**src/hw/rtl/mhlme_ram.sv**
```systemverilog
// ----------------------------------------------------------------------------
// mhlme_ram
// Generic single write port, single read port RAM with registered read.
// ----------------------------------------------------------------------------
module mhlme_ram #(
    parameter int WIDTH = 8,
    parameter int DEPTH = 16,
    parameter int AW    = (DEPTH > 1) ? $clog2(DEPTH) : 1
) (
    input  logic             clk,
    input  logic             wr_en,
    input  logic [AW-1:0]    wr_addr,
    input  logic [WIDTH-1:0] wr_data,
    input  logic             rd_en,
    input  logic [AW-1:0]    rd_addr,
    output logic [WIDTH-1:0] rd_data
);

    logic [WIDTH-1:0] mem [DEPTH];
    logic [WIDTH-1:0] rd_data_reg;

    // write port
    always_ff @(posedge clk)
    begin
        if (wr_en)
        begin
            mem[wr_addr] <= wr_data;
        end
    end

    // registered read port
    always_ff @(posedge clk)
    begin
        if (rd_en)
        begin
            rd_data_reg <= mem[rd_addr];
        end
    end

    assign rd_data = rd_data_reg;

endmodule

```
**config.mk**
```make
export PLATFORM = sky130hd
export DESIGN_NAME = mhlme_ram
export DESIGN_NICKNAME = d
export VERILOG_FILES = /design/src/hw/rtl/mhlme_ram.sv
export SDC_FILE = /design/constraint.sdc
export NUM_CORES = 1
export LEC_CHECK = 0
export BUFFER_PORTS_ARGS = -buffer_cell sky130_fd_sc_hd__buf_2
export CORE_ASPECT_RATIO = 1.4
export CORE_MARGIN = 2
export CORE_UTILIZATION = 50
export CTS_CLUSTER_DIAMETER = 100
export DETAILED_ROUTE_END_ITERATION = 8
export MAX_ROUTING_LAYER = met4
export PLACE_DENSITY = 0.71
export RECOVER_POWER = 25
export SYNTH_ARGS = -nofsm -noshare
export SYNTH_HDL_FRONTEND = slang
export SYNTH_SLANG_ARGS = --single-unit
export TNS_END_PERCENT = 100
```
**constraint.sdc**
```tcl
create_clock -name clk -period 1.8 [get_ports clk]
set_input_delay 0 -clock clk [delete_from_list [all_inputs] [get_ports clk]]
set_output_delay 0 -clock clk [all_outputs]
set_load 0.01 [all_outputs]
```
## After elaboration in Yosys (flattened, before gate mapping)

Memory sizes are Yosys's and may differ from the RTL's. A register that Yosys moved wholly into a read port is not among the register bits.
Cells that the tools add are included.

| cells by class | value |
|---|---|
| multiplexer cells | 2 |

Operator list:

| cell | count |
|---|---|
| two-way mux 1 bit | 2 |

| storage, ports and cells | value |
|---|---|
| bits in registers | 0 |
| RAM bits | 128 |
| memories | 1 |
| input bits | 19 |
| logic and storage cells | 3 |

Memories:

| name | words | width | read ports | clocked after Yosys merged registers in | write ports | RTL line | RTL |
|---|---|---|---|---|---|---|---|
| mem | 16 | 8 | 1 | 1 | 1 | 19 | `logic [WIDTH-1:0] mem [DEPTH];` |

## Longest topological paths before layout

| logic depth | value |
|---|---|
| depth in word-level cells | 2 |
| depth in mapped cells | 5 |

## Least setup slack after synthesis

Ideal clock, no wire load.

| timing | value |
|---|---|
| path type | input -> register |
| start | in wr_addr[2] |
| end | mem mem[0][0] (enable) |
| library setup time | 0.383 ns |
| path buffers | 0 |
| required time | 1.417 ns |
| stages | 2 |
| arrival | 1.110 ns |
| setup slack | 0.307 ns |
| cells stage by stage | or3b_2 -> nor3_1 |

RTL lines:

| item | RTL line | RTL |
|---|---|---|
| start, declared | 12 | `input logic [AW-1:0] wr_addr,` |
| end, declared | 19 |  |

No word-level cell before the write port.

==> impl_metrics.py <==
metrics = {
    "status": {
        "outcome": "finished clean",
    },
    "critical_path": {
        "reg2regPathDepth": 3,
        "crit_type": "flip-flop to flip-flop",
        "crit_path_start_kind": "flip-flop",
        "cp.required_ns": 1.96,
        "path_max_fanout": 1,
        "cp-end-kind": "flip-flop",
        "arrival_ns": 1.72,
    },
    "timing": {
        "hold_viol_final": 0,
        "setup_viol": 0,
        "grt_setup_unrepaired": "no",
        "max_freq_mhz": 639,
        "final.setup.tns_ns": 0,
        "clock_skew_ns": 0.00663,
        "worst_slew_pin_slew_ns": 0.690,
        "hold_ws_ns": 0.154,
        "finalCritPeriodShare_pct": 86.9,
        "period_needed_ns": 1.56,
        "drv_slew": 0,
        "slew_headroom_pct": 54.0,
    },
    "die": {
        "ios": 27,
        "fp.dieW_um": 90.4,
        "die_y_um": 125,
        "coreArea_um2": 10300,
        "die-area_um2": 11300,
        "rows": 44,
        "start_util_pct": 50.8,
    },
    "cells_and_area": {
        "multi_input_area_um2": 1060,
        "drive_gt1_share_pct": 26.9,
        "final_cells": 443,
        "n_antenna_cell": 0,
        "final_nets": 313,
        "num-fill-cells": 746,
        "regArea_um2": 4080,
        "largest_reg_flops": 128,
        "area_growth_pct": 19.2,
    },
    "global_route": {
        "grt-ovfl-total": 0,
        "grt_max_degree": 33,
        "grt_pass1_wl_mm": 15.1,
        "first_global_vias": 2564,
        "grt_antenna_before_repair": 0,
        "grtUsageTotal_pct": 19.6,
    },
    "routing": {
        "antenna_left": 0,
        "dr.pass1.iters": 5,
        "drt_iter0_drc": 255,
        "drcViolationCount": 0,
        "post_drt_wl_per_cell_um": 21.9,
        "via_per_inst": 5.70,
        "wl_mm": 9.72,
        "dr_total_vias": 2526,
    },
    "cts": {
        "cts_inserted_buffers": 17,
        "cts_max_level": 4,
        "path_clk_slew_ns": 0.06,
        "insertion_delay_ns": 0.41,
        "cts_tree": "yes",
        "cts_root_buf": "clkbuf_16",
        "numClockSinks": 136,
        "clk_path_buf_depth": 2,
    },
    "pwr": {
        "combPwrFrac_pct": 4.8,
        "p_seq_share_pct": 50.7,
        "power_density_nw_per_um2": 1140,
        "clkPwrFrac_pct": 44.5,
        "leakage_nw": 2.10,
        "p_sw_w": 0.00137,
        "p_int_w": 0.00571,
        "vdd_drop_max_uv": 665,
        "power_w": 0.00708,
        "swShare_pct": 19.3,
    },
    "synthesis": {
        "yosys_warnings": 0,
        "ys_types": 18,
        "avgSynthCellArea_um2": 22.8,
        "syn-cell-area_um2": 5230,
        "ys_seq_area_share_pct": 78.1,
        "ys_ff_latch": 136,
        "syn_inst": 229,
        "synth_nets": 248,
    },
    "place": {
        "hpwlAfterDp_mm": 5.97,
        "dp_cells": 404,
        "io_buffers": 26,
        "gp_congestion": 0.787,
    },
    "min_path": {
        "hold_class": "primary input to flip-flop",
        "holdPathStages": 3,
    },
    "job": {
        "cap_violations": 0,
    },
}
## metrics by stage
| step | setup WS, ns | util, % | instance area, um^2 |
|---|---|---|---|
| floorplan | 0.307 | - | 5230 |
| global placement | 0.174 | 54.7 | 5630 |
| detailed placement | 0.157 | 54.7 | 5630 |
| CTS | 0.256 | 60.8 | 6260 |
| global route | 0.219 | 60.5 | 6230 |
| finish | 0.236 | 60.5 | 6230 |
## area by class of cell
class                   instances  share of cell area (%)
clock buffers                  18                    6.89
clock inverters                12                    1.79
multi-input cells              83                    17.0
flip-flops and latches        136                    65.5
well taps                     138                    2.77
repair buffers                 56                    6.06
## per-layer routing
metal | up-vias | routed length, um | track usage, %
li1 | 1111 | - | -
met1 | 1303 | 4020 | 24.9
met2 | 95 | 4990 | 30.1
met3 | 17 | 498 | 5.36
met4 | 0 | 219 | 8.51
met5 | - | 0 | -
## timing repair
item / CTS / global route
resized for setup: 0 / 0
hold buffers: 9 / 0
setup buffers: 0 / 0
hold endpoints to repair: 136 / 0
## cells in the final DEF, fill, tap and decap left out, drive strengths merged
| master | instances |
|---|---|
| nand2b | 2 |
| mux4 | 32 |
| nor2 | 13 |
| clkinvlp | 2 |
| buf | 37 |
| nand3b | 2 |
| clkbuf | 28 |
| edfxtp | 136 |
| a22oi | 16 |
| nand2 | 9 |
| bufinv | 2 |
| nand3 | 1 |
| or3b | 1 |
| and2b | 1 |
| nor2b | 1 |
| and2 | 1 |
| dlygate4sd3 | 9 |
| clkinv | 8 |
| nor3 | 4 |
## final timing paths
kind / endpoint / slack [ns] / startpoint
worst max-delay path: rd_data[1] / 0.24 / mem[6][1]
worst min-delay path: mem[0][4] / 0.15 / wr_addr[1]
worst max register to register: rd_data[1] / 0.24 / mem[6][1]
worst min register to register: rd_data[1] / 0.74 / mem[15][1]
## power groups by stage
stage / clock network (W) / registers [W] / logic [W]
detailed placement: 0 / 0.00365 / 0.000333
global route: 0.00331 / 0.00359 / 0.000374
floorplan: 0 / 0.00366 / 0.000180
CTS: 0.00320 / 0.00359 / 0.000351
global placement: 0 / 0.00365 / 0.000325
finish: 0.00315 / 0.00359 / 0.000342
## cells in the mapped netlist
| master | count | area [um^2] |
|---|---|---|
| nor2_1 | 13 | 48.8 |
| nand2b_1 | 2 | 12.5 |
| nand3b_1 | 2 | 15.0 |
| and2_1 | 1 | 6.26 |
| mux4_2 | 18 | 405 |
| nand2_1 | 9 | 33.8 |
| and2b_1 | 1 | 7.51 |
| or3b_2 | 1 | 8.76 |
| edfxtp_1 | 136 | 4080 |
| nor3_1 | 4 | 20.0 |
| buf_2 | 3 | 15.0 |
| buf_6 | 3 | 33.8 |
| buf_4 | 1 | 7.51 |
| a22oi_1 | 16 | 120 |
| nand3_1 | 1 | 5.00 |
| mux4_1 | 14 | 368 |
| clkdlybuf4s25_2 | 3 | 30.0 |
| nor2b_1 | 1 | 6.26 |
## worst max-delay path, cell delays in order (launching register included)
cell and delay, ns:
edfxtp_1 0.36, mux4_1 0.56, a22oi_1 0.31, nand2_1 0.08
## cells by family after synthesis
group                  count (synthesis)  synth area share, %
multiplexers                          32                 14.8
buffers and inverters                 10                 1.65
flip-flops                           136                 78.1
AND/OR/NAND/NOR                       35                 3.14
AO/OA/AOI/OAI                         16                 2.30
(Power assumes the default switching activity.)
